===== src/rtl/oae_pkg.sv =====
// shared types and constants for the ordered array engine
// no dependencies; imported by every module of the block
`default_nettype none

package oae_pkg;

  localparam int DEPTH_DEF  = 32;
  localparam int DATA_W     = 32;
  localparam int CMD_W      = 3;
  localparam int POS_W      = 6;
  localparam int ST_W       = 2;
  localparam int ADDR_MAX_W = 6;

  typedef enum logic [CMD_W-1:0] {
    CMD_APPEND  = 3'd0,
    CMD_INSERT  = 3'd1,
    CMD_DELETE  = 3'd2,
    CMD_READ    = 3'd3,
    CMD_REVERSE = 3'd4,
    CMD_SORT    = 3'd5,
    CMD_ROTATE  = 3'd6
  } cmd_t;

  typedef enum logic [ST_W-1:0] {
    ST_OK    = 2'd0,
    ST_FULL  = 2'd1,
    ST_RANGE = 2'd2
  } status_t;

  // how the pair pointers move after each compare-exchange
  typedef enum logic [1:0] {
    WALK_DOWN,
    WALK_UP,
    WALK_SORT,
    WALK_REV
  } walk_t;

  typedef enum logic [2:0] {
    S_IDLE,
    S_RDA,
    S_RDB,
    S_CMP,
    S_WRB,
    S_RO_RD,
    S_RO_PUT,
    S_DONE
  } state_t;

  typedef struct packed {
    logic                  we;
    logic                  re;
    logic [ADDR_MAX_W-1:0] addr;
    logic [DATA_W-1:0]     wdata;
  } mem_req_t;

  typedef struct packed {
    logic [DATA_W-1:0] value;
    logic              has;
    status_t           status;
    logic              last;
  } res_t;

endpackage

`default_nettype wire


===== src/rtl/oae_mem.sv =====
// element store: single-port synchronous ram with registered read data
// depends on oae_pkg for the request struct
`default_nettype none

module oae_mem #(
  parameter int DEPTH = oae_pkg::DEPTH_DEF
) (
  input  wire logic                     clk,
  input  wire oae_pkg::mem_req_t        req,
  output logic [oae_pkg::DATA_W-1:0]    rdata
);
  import oae_pkg::*;

  localparam int AW = $clog2(DEPTH);

  logic [DATA_W-1:0] mem [DEPTH];
  logic [DATA_W-1:0] rdata_r;

  always_ff @(posedge clk) begin
    if (req.we) begin
      mem[req.addr[AW-1:0]] <= req.wdata;
    end
    // read data holds until the next read
    if (req.re) begin
      rdata_r <= mem[req.addr[AW-1:0]];
    end
  end

  assign rdata = rdata_r;

endmodule

`default_nettype wire


===== src/rtl/oae_ctrl.sv =====
// command sequencer: decodes an item and walks the store by compare-exchange
// of adjacent or mirrored pairs; depends on oae_pkg
`default_nettype none

module oae_ctrl #(
  parameter int DEPTH = oae_pkg::DEPTH_DEF,
  parameter int CNT_W = $clog2(DEPTH + 1)
) (
  input  wire logic                          clk,
  input  wire logic                          rst_n,
  input  wire logic                          in_valid,
  output logic                               in_ready,
  input  wire logic [oae_pkg::CMD_W-1:0]     in_command,
  input  wire logic [oae_pkg::POS_W-1:0]     in_position,
  input  wire logic signed [oae_pkg::DATA_W-1:0] in_item_value,
  input  wire logic                          slot_free,
  output logic                               res_load,
  output oae_pkg::res_t                      res,
  output logic [CNT_W-1:0]                   count,
  output oae_pkg::mem_req_t                  mem_req,
  input  wire logic [oae_pkg::DATA_W-1:0]    mem_rdata
);
  import oae_pkg::*;

  localparam int AW    = $clog2(DEPTH);
  localparam int CMP_W = (POS_W > CNT_W) ? POS_W : CNT_W;

  state_t            state_r, state_nxt;
  walk_t             mode_r, mode_nxt;
  logic [AW-1:0]     a_r, a_nxt;
  logic [AW-1:0]     b_r, b_nxt;
  logic [AW-1:0]     lim_r, lim_nxt;
  logic [AW-1:0]     idx_r, idx_nxt;
  logic [CNT_W-1:0]  count_r, count_nxt;
  status_t           status_r, status_nxt;
  logic [DATA_W-1:0] hold_r, hold_nxt;

  logic [CMP_W-1:0]  pos_ext, cnt_ext;
  logic              full;
  logic              many;
  logic              walk_done;
  logic              do_swap;
  logic              ro_last;
  logic [AW-1:0]     a_step, b_step, lim_step;

  assign pos_ext = CMP_W'(in_position);
  assign cnt_ext = CMP_W'(count_r);
  assign full    = (count_r == CNT_W'(DEPTH));
  assign many    = (count_r >= CNT_W'(2));
  assign ro_last = ((CNT_W'(idx_r) + CNT_W'(1)) == count_r);
  assign do_swap = (mode_r != WALK_SORT) || ($signed(hold_r) > $signed(mem_rdata));

  // pointer advance after one pair is finished
  always_comb begin
    walk_done = 1'b0;
    a_step    = a_r;
    b_step    = b_r;
    lim_step  = lim_r;
    unique case (mode_r)
      WALK_DOWN: begin
        walk_done = (a_r == lim_r);
        a_step    = a_r - AW'(1);
        b_step    = b_r - AW'(1);
      end
      WALK_UP: begin
        walk_done = (b_r == lim_r);
        a_step    = a_r + AW'(1);
        b_step    = b_r + AW'(1);
      end
      WALK_SORT: begin
        if (b_r == lim_r) begin
          // end of a pass: the top entry is settled
          walk_done = (lim_r == AW'(1));
          lim_step  = lim_r - AW'(1);
          a_step    = '0;
          b_step    = AW'(1);
        end else begin
          a_step = a_r + AW'(1);
          b_step = b_r + AW'(1);
        end
      end
      WALK_REV: begin
        walk_done = ((AW+1)'(b_r) <= ((AW+1)'(a_r) + (AW+1)'(2)));
        a_step    = a_r + AW'(1);
        b_step    = b_r - AW'(1);
      end
      default: walk_done = 1'b1;
    endcase
  end

  always_comb begin
    state_nxt  = state_r;
    mode_nxt   = mode_r;
    a_nxt      = a_r;
    b_nxt      = b_r;
    lim_nxt    = lim_r;
    idx_nxt    = idx_r;
    count_nxt  = count_r;
    status_nxt = status_r;
    hold_nxt   = hold_r;
    mem_req    = '0;
    res_load   = 1'b0;
    res        = '{value: '0, has: 1'b0, status: status_r, last: 1'b1};

    unique case (state_r)
      S_IDLE: begin
        if (in_valid) begin
          status_nxt = ST_OK;
          state_nxt  = S_DONE;
          unique case (cmd_t'(in_command)) inside
            CMD_APPEND, CMD_INSERT: begin
              if (full) begin
                status_nxt = ST_FULL;
              end else if ((cmd_t'(in_command) == CMD_INSERT) && (pos_ext > cnt_ext)) begin
                status_nxt = ST_RANGE;
              end else begin
                // place at the end, then bubble down to the index
                mem_req.we    = 1'b1;
                mem_req.addr  = ADDR_MAX_W'(count_r);
                mem_req.wdata = in_item_value;
                count_nxt     = count_r + CNT_W'(1);
                if ((cmd_t'(in_command) == CMD_INSERT) && (pos_ext < cnt_ext)) begin
                  mode_nxt  = WALK_DOWN;
                  a_nxt     = AW'(count_r - CNT_W'(1));
                  b_nxt     = AW'(count_r);
                  lim_nxt   = AW'(in_position);
                  state_nxt = S_RDA;
                end
              end
            end
            CMD_DELETE: begin
              if (pos_ext >= cnt_ext) begin
                status_nxt = ST_RANGE;
              end else begin
                // carry the doomed entry past the end
                count_nxt = count_r - CNT_W'(1);
                if (pos_ext < (cnt_ext - CMP_W'(1))) begin
                  mode_nxt  = WALK_UP;
                  a_nxt     = AW'(in_position);
                  b_nxt     = AW'(in_position) + AW'(1);
                  lim_nxt   = AW'(count_r - CNT_W'(1));
                  state_nxt = S_RDA;
                end
              end
            end
            CMD_READ: begin
              if (count_r != '0) begin
                idx_nxt   = '0;
                state_nxt = S_RO_RD;
              end
            end
            CMD_REVERSE: begin
              if (many) begin
                mode_nxt  = WALK_REV;
                a_nxt     = '0;
                b_nxt     = AW'(count_r - CNT_W'(1));
                state_nxt = S_RDA;
              end
            end
            CMD_SORT: begin
              if (many) begin
                mode_nxt  = WALK_SORT;
                a_nxt     = '0;
                b_nxt     = AW'(1);
                lim_nxt   = AW'(count_r - CNT_W'(1));
                state_nxt = S_RDA;
              end
            end
            CMD_ROTATE: begin
              if (many) begin
                mode_nxt  = WALK_DOWN;
                a_nxt     = AW'(count_r - CNT_W'(2));
                b_nxt     = AW'(count_r - CNT_W'(1));
                lim_nxt   = '0;
                state_nxt = S_RDA;
              end
            end
            default: state_nxt = S_DONE;
          endcase
        end
      end
      S_RDA: begin
        mem_req.re   = 1'b1;
        mem_req.addr = ADDR_MAX_W'(a_r);
        state_nxt    = S_RDB;
      end
      S_RDB: begin
        mem_req.re   = 1'b1;
        mem_req.addr = ADDR_MAX_W'(b_r);
        hold_nxt     = mem_rdata;
        state_nxt    = S_CMP;
      end
      S_CMP: begin
        if (do_swap) begin
          mem_req.we    = 1'b1;
          mem_req.addr  = ADDR_MAX_W'(a_r);
          mem_req.wdata = mem_rdata;
          state_nxt     = S_WRB;
        end else begin
          a_nxt     = a_step;
          b_nxt     = b_step;
          lim_nxt   = lim_step;
          state_nxt = walk_done ? S_DONE : S_RDA;
        end
      end
      S_WRB: begin
        mem_req.we    = 1'b1;
        mem_req.addr  = ADDR_MAX_W'(b_r);
        mem_req.wdata = hold_r;
        a_nxt         = a_step;
        b_nxt         = b_step;
        lim_nxt       = lim_step;
        state_nxt     = walk_done ? S_DONE : S_RDA;
      end
      S_RO_RD: begin
        mem_req.re   = 1'b1;
        mem_req.addr = ADDR_MAX_W'(idx_r);
        state_nxt    = S_RO_PUT;
      end
      S_RO_PUT: begin
        res = '{value: mem_rdata, has: 1'b1, status: ST_OK, last: ro_last};
        if (slot_free) begin
          res_load = 1'b1;
          if (ro_last) begin
            state_nxt = S_IDLE;
          end else begin
            idx_nxt   = idx_r + AW'(1);
            state_nxt = S_RO_RD;
          end
        end
      end
      S_DONE: begin
        if (slot_free) begin
          res_load  = 1'b1;
          state_nxt = S_IDLE;
        end
      end
      default: state_nxt = S_IDLE;
    endcase
  end

  always_ff @(posedge clk) begin
    if (!rst_n) begin
      state_r <= S_IDLE;
      count_r <= '0;
    end else begin
      state_r <= state_nxt;
      count_r <= count_nxt;
    end
  end

  always_ff @(posedge clk) begin
    mode_r   <= mode_nxt;
    a_r      <= a_nxt;
    b_r      <= b_nxt;
    lim_r    <= lim_nxt;
    idx_r    <= idx_nxt;
    status_r <= status_nxt;
    hold_r   <= hold_nxt;
  end

  assign in_ready = (state_r == S_IDLE);
  assign count    = count_r;

endmodule

`default_nettype wire


===== src/rtl/ordered_array_engine.sv =====
// ordered array engine: top level with the result register
// depends on oae_pkg, oae_mem and oae_ctrl
//
// one command item in on in_*, one or more result items out on out_*, both
// valid/ready. the elements sit in a single-port ram of DEPTH entries, so
// every reordering is done as a series of pair exchanges through that one port.
// work per command item, n = element count:
//   append, refused commands, short arrays, unused codes: no pair walk
//   insert / delete: one pair exchange per entry moved
//   rotate: n-1 pair exchanges; reverse: n/2 pair exchanges
//   sort: n*(n-1)/2 compare-exchanges, a pair already in order is only read
//   read out: one ram read and one result item per element
// the ram port sets the pace: a swapped pair needs two reads and two writes.
// a result item is valid the cycle after the sequencer produces it.
// in_ready is high only between commands; it does not wait for the result
// register to drain, which holds one item while out_ready is low. a stall
// on the output freezes the sequencer at its next result.
// reset empties the array (count zero) and drops any pending result; ram
// contents are not cleared, entries above the count are never read.
`default_nettype none

module ordered_array_engine #(
  parameter int DEPTH = oae_pkg::DEPTH_DEF,
  parameter int CNT_W = $clog2(DEPTH + 1)
) (
  input  wire logic                              clk,
  input  wire logic                              rst_n,
  input  wire logic                              in_valid,
  output logic                                   in_ready,
  input  wire logic [oae_pkg::CMD_W-1:0]         in_command,
  input  wire logic [oae_pkg::POS_W-1:0]         in_position,
  input  wire logic signed [oae_pkg::DATA_W-1:0] in_item_value,
  output logic                                   out_valid,
  input  wire logic                              out_ready,
  output logic signed [oae_pkg::DATA_W-1:0]      out_value,
  output logic                                   out_has_value,
  output logic [CNT_W-1:0]                       out_element_count,
  output logic [oae_pkg::ST_W-1:0]               out_status,
  output logic                                   out_last
);
  import oae_pkg::*;

  mem_req_t          mem_req;
  logic [DATA_W-1:0] mem_rdata;
  logic              slot_free;
  logic              res_load;
  res_t              res;
  logic [CNT_W-1:0]  count;

  logic              out_valid_r;
  res_t              res_r;
  logic [CNT_W-1:0]  count_r;

  oae_mem #(
    .DEPTH (DEPTH)
  ) u_mem (
    .clk   (clk),
    .req   (mem_req),
    .rdata (mem_rdata)
  );

  oae_ctrl #(
    .DEPTH (DEPTH),
    .CNT_W (CNT_W)
  ) u_ctrl (
    .clk           (clk),
    .rst_n         (rst_n),
    .in_valid      (in_valid),
    .in_ready      (in_ready),
    .in_command    (in_command),
    .in_position   (in_position),
    .in_item_value (in_item_value),
    .slot_free     (slot_free),
    .res_load      (res_load),
    .res           (res),
    .count         (count),
    .mem_req       (mem_req),
    .mem_rdata     (mem_rdata)
  );

  assign slot_free = !out_valid_r || out_ready;

  always_ff @(posedge clk) begin
    if (!rst_n) begin
      out_valid_r <= 1'b0;
    end else if (res_load) begin
      out_valid_r <= 1'b1;
    end else if (out_ready) begin
      out_valid_r <= 1'b0;
    end
  end

  always_ff @(posedge clk) begin
    if (res_load) begin
      res_r   <= res;
      count_r <= count;
    end
  end

  assign out_valid         = out_valid_r;
  assign out_value         = res_r.value;
  assign out_has_value     = res_r.has;
  assign out_element_count = count_r;
  assign out_status        = res_r.status;
  assign out_last          = res_r.last;

endmodule

`default_nettype wire


===== config.mk =====
export PLATFORM = sky130hd
export DESIGN_NAME = ordered_array_engine
export DESIGN_NICKNAME = d
export VERILOG_FILES = /design/src/rtl/oae_pkg.sv /design/src/rtl/oae_mem.sv /design/src/rtl/oae_ctrl.sv /design/src/rtl/ordered_array_engine.sv
export SDC_FILE = /design/constraint.sdc
export NUM_CORES = 1
export LEC_CHECK = 0
export ABC_AREA = 1
export BUFFER_PORTS_ARGS = -buffer_cell sky130_fd_sc_hd__buf_2
export CAP_MARGIN = 10
export CELL_PAD_IN_SITES_DETAIL_PLACEMENT = 1
export CELL_PAD_IN_SITES_GLOBAL_PLACEMENT = 2
export CORE_MARGIN = 2
export CORE_UTILIZATION = 42
export CTS_CLUSTER_SIZE = 10
export DETAILED_ROUTE_END_ITERATION = 6
export PLACE_DENSITY = 0.75
export SKIP_LAST_GASP = 1
export SLEW_MARGIN = 0
export SYNTH_ARGS = -nofsm -noshare
export SYNTH_HDL_FRONTEND = slang
export SYNTH_SLANG_ARGS = --single-unit

===== constraint.sdc =====
create_clock -name clk -period 4.9 [get_ports clk]
set_clock_uncertainty 0.05 [all_clocks]
set_input_delay 0.49 -clock clk [delete_from_list [all_inputs] [get_ports clk]]
set_output_delay 0.49 -clock clk [all_outputs]
set_load 0.1 [all_outputs]

# Word-level counts from Yosys, hierarchy flattened
# Memory sizes are Yosys's and may differ from the RTL's. A register that Yosys moved wholly into a read port is not among the register bits.
# Index checks and enable logic that the tools add are counted.
# Widths: inputs -> output; s select.
# word_totals
reg_bits	108
ramBits	1024
elab_cells	213
n_memories	1
# mem_list
name	words	width	rd	rd_ports_with_merged_regs	wr	line	source
u_mem.mem	32	32	1	1	1	oae_mem.sv:16	logic [DATA_W-1:0] mem [DEPTH];
# op_classes
n_addsub	12
magnitude_cmp	7
n_eq_ne	49
n_mux	98
n_reduce_logical	31
# op_table
op	count
$mux 37	5
$mux 5	34
$pmux 32 s3	1
$pmux 5 s3	5
$pmux 5 s4	3
$reduce_and 11->1	4
$mux 3	12
$gt 32x32->1	1
$pmux 5 s5	1
$mux 2	12
$pmux 3 s8	1
$eq 3x3->1 const B	7
$add 5x1->5 const B	4
$ne 2x2->1 const B	10
$mux 6	3
$ne 3x2->1 const B	5
$sub 5x1->5 const B	3
$reduce_or 2->1	7
$mux 1	13
$eq 3x2->1 const B	4
$lt 6x6->1	2
$ne 2x1->1 const B	6
$ne 3x3->1 const B	4
$pmux 3 s4	1
38 further kinds	49

# Longest topological paths before layout
# Gate-level depths: netlist of the first run.
# depth
word_depth	9
depth_mapped	27
depth_no_buf	25

# Cells and area by module
# Synthesis of the first run repeated with hierarchy kept, for this count alone.
# hier_totals
hier_cells	4971
area_unflattened_um2	50901.3
# modules_own_cells
mod	instances	cells_per_inst	area_per_inst_um2	seq_area_each_um2
oae_mem	1	4091	43240.2	31710.4
oae_ctrl	1	832	6353.6	1861.8
ordered_array_engine	1	48	1307.5	1281.2

# Worst setup path before layout of the first run
# OpenSTA, ideal clock, no wires.
# synth_timing
path_kind	register to register
start	register u_ctrl.count_r[4], in the netlist u_ctrl.count[4]
end	memory u_mem.mem[2][0] (enable)
setup_ps	422
t_arrival_ps	4088
required_ps	4428
path_slack_ps	340
path_stages_with_launch	17
path_buffers	3
period_less_slack_ps	4560
cell_sequence	dfxtp_1 -> clkbuf_1 -> clkinv_1 -> ha_1 -> nand2_1 -> or2_2 -> nand3_1 -> nand3_1 -> nand2_2 -> o21ai_1 -> inv_2 -> nand3_2 -> inv_2 -> buf_2 -> buf_2 -> nand3_1 -> nor2_1
# synth_via
elab_chain_cells	9
word_cells_on_any_way	15
cone_classes	order compare: 1; eq/ne: 1; mux: 12; reduce/logical: 1
# synth_rtl
item	line	source
start: declaration	oae_ctrl.sv:34	logic [CNT_W-1:0] count_r, count_nxt;
start signal: assignment	oae_ctrl.sv:248	count_r <= count_nxt;
$gt 6x6->1	oae_ctrl.sv:114	end else if ((cmd_t'(in_command) == CMD_INSERT) && (pos_ext > cnt_ext)) begin
$logic_and 1x1->1	oae_ctrl.sv:114	
$mux 1	oae_ctrl.sv:114	
$mux 1	oae_ctrl.sv:112	if (full) begin
$mux 1	oae_ctrl.sv:110	unique case (cmd_t'(in_command)) inside
$mux 1	oae_ctrl.sv:107	if (in_valid) begin
$pmux 1 s3	oae_ctrl.sv:105	unique case (state_r)
$mux 1	oae_mem.sv:20	if (req.we) begin
$mux 1 (not written as such)	oae_mem.sv:21	mem[req.addr[AW-1:0]] <= req.wdata;
end: declaration	oae_mem.sv:16	
# Parallel ways exist; a longest one is shown, timed or not.

# Worst setup path after layout of the first run
# layout_timing
start	register u_mem.rdata_r[17], in the netlist u_mem.rdata[17] (read register of u_mem.mem)
end	register u_mem.rdata_r[22], in the netlist u_mem.rdata[22] (read register of u_mem.mem) (data pin)
# layout_via
elab_chain_cells	4
# layout_rtl
item	line	source
start: declaration	oae_mem.sv:17	logic [DATA_W-1:0] rdata_r;
$gt 32x32->1	oae_ctrl.sv:51	assign do_swap = (mode_r != WALK_SORT) || ($signed(hold_r) > $signed(mem_rdata));
$logic_or 1x1->1	oae_ctrl.sv:51	
$mux 37	oae_ctrl.sv:194	if (do_swap) begin
$pmux 5 s5	oae_ctrl.sv:105	
# No other way between the ends.
# A chain may end at the register's enable or synchronous reset.

==> impl_metrics.env, run 1 <==
export IMPL_grt_max_degree=131
export IMPL_gp_congestion=0.819
export IMPL_status="finished, final reports clean"
export IMPL_antenna_found_initial=1
export IMPL_route_detailed_drc=0
export IMPL_cts_resized=0
export IMPL_min_period_over_period_pct=92.6
export IMPL_min_path_type="primary input to register"
export IMPL_path_class="register to register"
export IMPL_dr_pass1_iters=5
export IMPL_io_pins=89
export IMPL_async_reset_ff_share_pct=0
export IMPL_clk_pin_slew_ns=0.06
export IMPL_drive_above_1_share_pct=9.91
export IMPL_final_util_pct=48.6
export IMPL_syn_area_um2=51000
export IMPL_total_power_mw=40.5
export IMPL_grt_pass1_vias=37100
export IMPL_avgSynthCellArea_um2=10.4
export IMPL_synth_top_cell_area_share_pct=67.9
export IMPL_tightest_slew_ns=1.13
export IMPL_slew_headroom_pct=24.6
export IMPL_ys_warn_count=0
export IMPL_holdBufCountCts=1
export IMPL_maxCapViolCount=0
export IMPL_synthDistinctLibCells=46
export IMPL_fmax_mhz=220
export IMPL_start_util_pct=42.4
export IMPL_start_kind="register"
export IMPL_synth_seq_cells=1164
export IMPL_numClockSinks=1164
export IMPL_final_hold_violation_count=0
export IMPL_synth_top_area_cell="edfxtp_1"
export IMPL_via_per_inst=5.27
export IMPL_crit_path_max_fanout=126
export IMPL_ir_worst_vdd_mv=1.12
export IMPL_cts_root_buf="clkbuf_16"
export IMPL_nets=5240
export IMPL_die_w_um=353
export IMPL_dp_hpwl_um=99100
export IMPL_synthTopCellsByArea="edfxtp_1 (68%), nand2_1 (20%), ha_1 (1.7%), nor2_1 (1.4%), nand3_1 (1.3%)"
export IMPL_fillers=13000
export IMPL_multi_input_area_um2=14600
export IMPL_synth_commonest_cells="nand2_1 (2733), edfxtp_1 (1154), nor2_1 (197)"
export IMPL_wl_per_cell_um=24.7
export IMPL_setup_viol=0
export IMPL_cts_buffers=140
export IMPL_clock_latency_ns=0.74
export IMPL_p_per_area_nw_per_um2=693
export IMPL_max_stage_delay_ns=0.50
export IMPL_seq_area_um2=34900
export IMPL_cts_setup_buffers=0
export IMPL_crit_top_cell="nand2_1"
export IMPL_die_area_um2=124000
export IMPL_report_final_slew_viol_count=0
export IMPL_dieHeight_um=353
export IMPL_gr_total_overflow=0
export IMPL_grt_total_usage_pct=27.1
export IMPL_drt_iter0_drc=3009
export IMPL_area_growth_pct=14.6
export IMPL_cts_tree="built"
export IMPL_cts_htree_levels=4
export IMPL_rsz0062_at_grt="false"
export IMPL_power_leakage_nw=24.1
export IMPL_cp_startpoint="u_mem.rdata[17]"
export IMPL_ant_nets=0
export IMPL_synth_edf_count=1154
export IMPL_worstHoldStart="out_ready"
export IMPL_cp_end_kind="register"
export IMPL_synth_top_flop_cell="edfxtp_1"
export IMPL_core_area_um2=120000
export IMPL_rows=127
export IMPL_slowest_stage="edfxtp_1"
export IMPL_r2r_slack_ns=0.36
export IMPL_synth_most_common_cell="nand2_1"
export IMPL_grt_pass1_wl_um=248000
export IMPL_vias=35800
export IMPL_required_ns=5.36
export IMPL_setup_tns_ns=0
export IMPL_postSynthCellCount=4932
export IMPL_cp_data_arrival_time_ns=5.00
export IMPL_wirelength_um=168000
export IMPL_finalCriticalPeriod_ns=4.54
export IMPL_r2r_start="u_mem.rdata[17]"
export IMPL_port_buffers=88
export IMPL_ys_seq_area_share_pct=68.3
export IMPL_syn_nets=5047
export IMPL_clk_path_buf_depth=3
## worst max-delay path, delay by kind of cell (launching register included)
family / cells / cell delay (ns)
and+or+nand+nor: 20 / 2.07
DFF: 1 / 0.50
adders and majority gates: 1 / 0.32
buffers and inverters: 5 / 1.24
## stage by stage
step                hold slack [ns]  cell area (µm²)  instances  worst slack, ns
floorplan                     0.353            51000       4932            0.340
global placement              0.379            54600       6594            0.336
detailed placement            0.385            54600       6594            0.328
CTS                          0.0173            58500       6790            0.289
global route                 0.0749            58500       6790           0.0645
finish                       0.0639            58500       6793            0.363
## power by group
group | switching, mW | internal [mW] | total, mW | leakage (nW)
clock network | 3.94 | 5.29 | 9.22 | 1.88
registers | 0.524 | 13.0 | 13.5 | 10.7
logic | 13.2 | 4.62 | 17.8 | 11.5
## routing by layer
layer / wire [µm] / GRT usage [%] / up-vias
met5: 0 / 0 / -
met4: 4930 / 8.15 / 0
met3: 6460 / 3.05 / 229
met2: 81900 / 46.1 / 740
met1: 74600 / 36.4 / 18200
li1: - / - / 16600
## layout by cell type, fill, tap and decap left out, types with 32 or more instances in the layout
cell / instances
nand3_1: 130
a21oi_1: 42
nor2_4: 44
ha_1: 70
o21ai_0: 41
buf_4: 129
edfxtp_1: 1154
buf_2: 88
o211ai_1: 32
nor2_1: 164
clkbuf_16: 144
buf_12: 57
inv_1: 141
nand2_1: 2733
## final cells by class
cell class                 instances  share of cell area, %
multi-input combinational       3387                   24.9
timing repair buffer             275                   4.38
tap                             1612                   3.45
inverter                         157                   1.04
clock inverter                    21                  0.248
antenna                            3                 0.0128
sequential                      1164                   59.6
clock buffer                     174                   6.37
## kinds of logic (layout without fill, tap and decap cells)
family	count (synthesis)	count (layout)	share of synthesized area (%)
buffers and inverters	381	627	3.77
adder cells (fa/ha/maj)	70	70	1.72
flip-flops	1164	1164	68.3
other	0	3	0
AO/OA/AOI/OAI	162	162	2.01
XOR/XNOR	25	25	0.429
AND/OR/NAND/NOR	3130	3130	23.8
## flip-flops by register name, summed over array words and instances (netlist names)
name	count
u_ctrl.mode_r	2
u_ctrl.b_r	5
out_has_value	1
out_element_count	6
out_status	2
u_mem.rdata	32
out_value	32
u_ctrl.status_r	2
u_ctrl.lim_r	5
u_ctrl.a_r	5
u_ctrl.hold_r	32
u_ctrl.state_r	3
u_ctrl.count	6
u_mem.mem	1024
out_valid	1
u_ctrl.idx_r	5
out_last	1
## final timing paths
path                                           to  cells past startpoint
worst max-delay path              u_mem.rdata[22]                     26
worst min-delay path                    out_valid                      4
worst max register to register    u_mem.rdata[22]                     26
worst min register to register  u_ctrl.hold_r[21]                      0
No activity file was read; power rests on OpenSTA's default activity.
==> run 2, diff against run 1 <==
==> constraint.sdc (replaced) <==
create_clock -name clk -period 4.9 [get_ports clk]
set_clock_uncertainty 0.05 [all_clocks]
set_input_delay 0.735 -clock clk [delete_from_list [all_inputs] [get_ports clk]]
set_output_delay 0.735 -clock clk [all_outputs]
set_load 0.1 [all_outputs]
==> impl_metrics.env, run 2 (synthesized netlist as in run 1, its figures left out) <==
export IMPL_report_final_slew_viol_count=0
export IMPL_vias=35900
export IMPL_use_met1_pct=36.3
export IMPL_clk_pin_slew_ns=0.06
export IMPL_port_buffers=88
export IMPL_area_growth_pct=14.6
export IMPL_p_per_area_nw_per_um2=695
export IMPL_cts_buffers=140
export IMPL_crit_top_cell="nand2_1"
export IMPL_met3_usage_pct=3.20
export IMPL_route_detailed_drc=0
export IMPL_finalCriticalPeriod_ns=4.65
export IMPL_p_int_mw=22.9
export IMPL_slowest_stage="edfxtp_1"
export IMPL_dieHeight_um=353
export IMPL_grt_max_degree=131
export IMPL_min_period_over_period_pct=95.0
export IMPL_grt_pass1_wl_um=249000
export IMPL_required_ns=5.38
export IMPL_maxCapViolCount=0
export IMPL_power_leakage_nw=24.1
export IMPL_wirelength_um=168000
export IMPL_io_pins=89
export IMPL_holdBufCountCts=0
export IMPL_cts_htree_levels=4
export IMPL_r2r_end="u_mem.rdata[22]"
export IMPL_setup_viol=0
export IMPL_mostFrequentLayoutCell="nand2_1"
export IMPL_worstSetupEndpoint="u_mem.rdata[22]"
export IMPL_max_stage_delay_ns=0.75
export IMPL_final_hold_violation_count=0
export IMPL_rr_worst_depth=25
export IMPL_path_class="register to register"
export IMPL_cp_startpoint="u_mem.rdata[1]"
export IMPL_min_path_type="primary input to register"
export IMPL_tightest_slew_ns=1.17
export IMPL_r2r_start="u_mem.rdata[1]"
export IMPL_cts_root_buf="clkbuf_16"
export IMPL_setup_tns_ns=0
export IMPL_clk_path_buf_depth=3
export IMPL_fillers=13100
export IMPL_start_kind="register"
export IMPL_cts_tree="built"
export IMPL_cts_setup_buffers=0
export IMPL_worst_slack_ns=0.247
export IMPL_sw_frac_of_total_pct=43.8
export IMPL_holdWs_ns=0.251
export IMPL_dp_hpwl_um=98900
export IMPL_die_area_um2=124000
export IMPL_final_util_pct=48.6
export IMPL_comb_power_share_pct=43.9
export IMPL_rsz0062_at_grt="false"
export IMPL_status="finished, final reports clean"
export IMPL_ant_nets=0
export IMPL_largest_reg_flops=1024
export IMPL_rows=127
export IMPL_via_per_inst=5.29
export IMPL_r2r_slack_ns=0.25
export IMPL_grt_busiest_layer="met2"
export IMPL_power_switching_mw=17.8
export IMPL_numClockSinks=1164
export IMPL_place_ws_ns=0.315
export IMPL_slew_headroom_pct=21.8
export IMPL_nets=5239
export IMPL_ir_worst_vdd_mv=0.964
export IMPL_p_seq_share_pct=33.2
export IMPL_die_w_um=353
export IMPL_cp_end_kind="register"
export IMPL_mostFrequentLayoutCells="nand2_1 (2733), edfxtp_1 (1154), nor2_1 (164)"
export IMPL_fmax_mhz=215
export IMPL_grt_util_met2_pct=46.3
export IMPL_drive_above_1_share_pct=9.94
export IMPL_gp_congestion=0.833
export IMPL_p_clk_share_pct=22.9
export IMPL_gr_total_overflow=0
export IMPL_antenna_found_initial=1
export IMPL_start_util_pct=42.4
export IMPL_crit_path_max_fanout=126
export IMPL_core_area_um2=120000
export IMPL_cp_data_arrival_time_ns=5.14
export IMPL_wl_per_cell_um=24.7
export IMPL_grt_total_usage_pct=27.1
export IMPL_dr_pass1_iters=7
export IMPL_grt_pass1_vias=37200
export IMPL_cts_resized=0
export IMPL_clock_latency_ns=0.77
export IMPL_drt_iter0_drc=2839
-- run 2: area by class of cell --
class                   instances  area (µm²)  share of cell area [%]
diodes                          4        10.0                  0.0171
well taps                    1612        2020                    3.45
clock inverters                26         265                   0.453
clock buffers                 172        3640                    6.23
multi-input cells            3387       14600                    24.9
flip-flops and latches       1164       34900                    59.6
inverters                     157         608                    1.04
repair buffers                274        2550                    4.36
-- run 2: power by group through the flow --
stage / sequential (mW) / clock (mW) / combinational (mW)
2_1_floorplan: 13.8 / 0 / 11.0
6_report: 13.5 / 9.33 / 17.8
3_3_place_gp: 13.7 / 0 / 17.8
3_5_place_dp: 13.7 / 0 / 18.0
5_1_grt: 13.6 / 9.87 / 19.8
4_1_cts: 13.5 / 9.50 / 18.1
-- run 2: layer usage --
layer | routed length [µm] | vias to the layer above
met3 | 6800 | 246
met4 | 4880 | 2
li1 | - | 16700
met1 | 73700 | 18200
met2 | 82400 | 784
met5 | 13 | -
-- run 2: worst min-delay path by stage --
| stage | cells past startpoint | from | to |
|---|---|---|---|
| after floorplan | 0 | u_ctrl.count[3] | out_element_count[3] |
| after global placement | 0 | u_mem.rdata[16] | u_ctrl.hold_r[16] |
| after detailed placement | 0 | u_mem.rdata[27] | u_ctrl.hold_r[27] |
| after CTS | 3 | rst_n | u_ctrl.count[4] |
| after global routing | 3 | rst_n | u_ctrl.count[5] |
| final | 3 | rst_n | u_ctrl.count[1] |
-- run 2: worst max-delay path: cells and delay by family, from the launching register on --
family	cells	cell delay, ns
DFF	1	0.75
and+or+nand+nor	20	1.82
adders and majority gates	1	0.37
buffers and inverters	4	1.15
-- run 2: through the flow --
stage                     instances  area (µm²)  total power [mW]
after global placement         6594       54600              31.5
after CTS                      6792       58500              41.1
after floorplan                4932       51000              24.8
after global routing           6792       58500              43.2
after detailed placement       6594       54600              31.7
final                          6796       58500              40.7
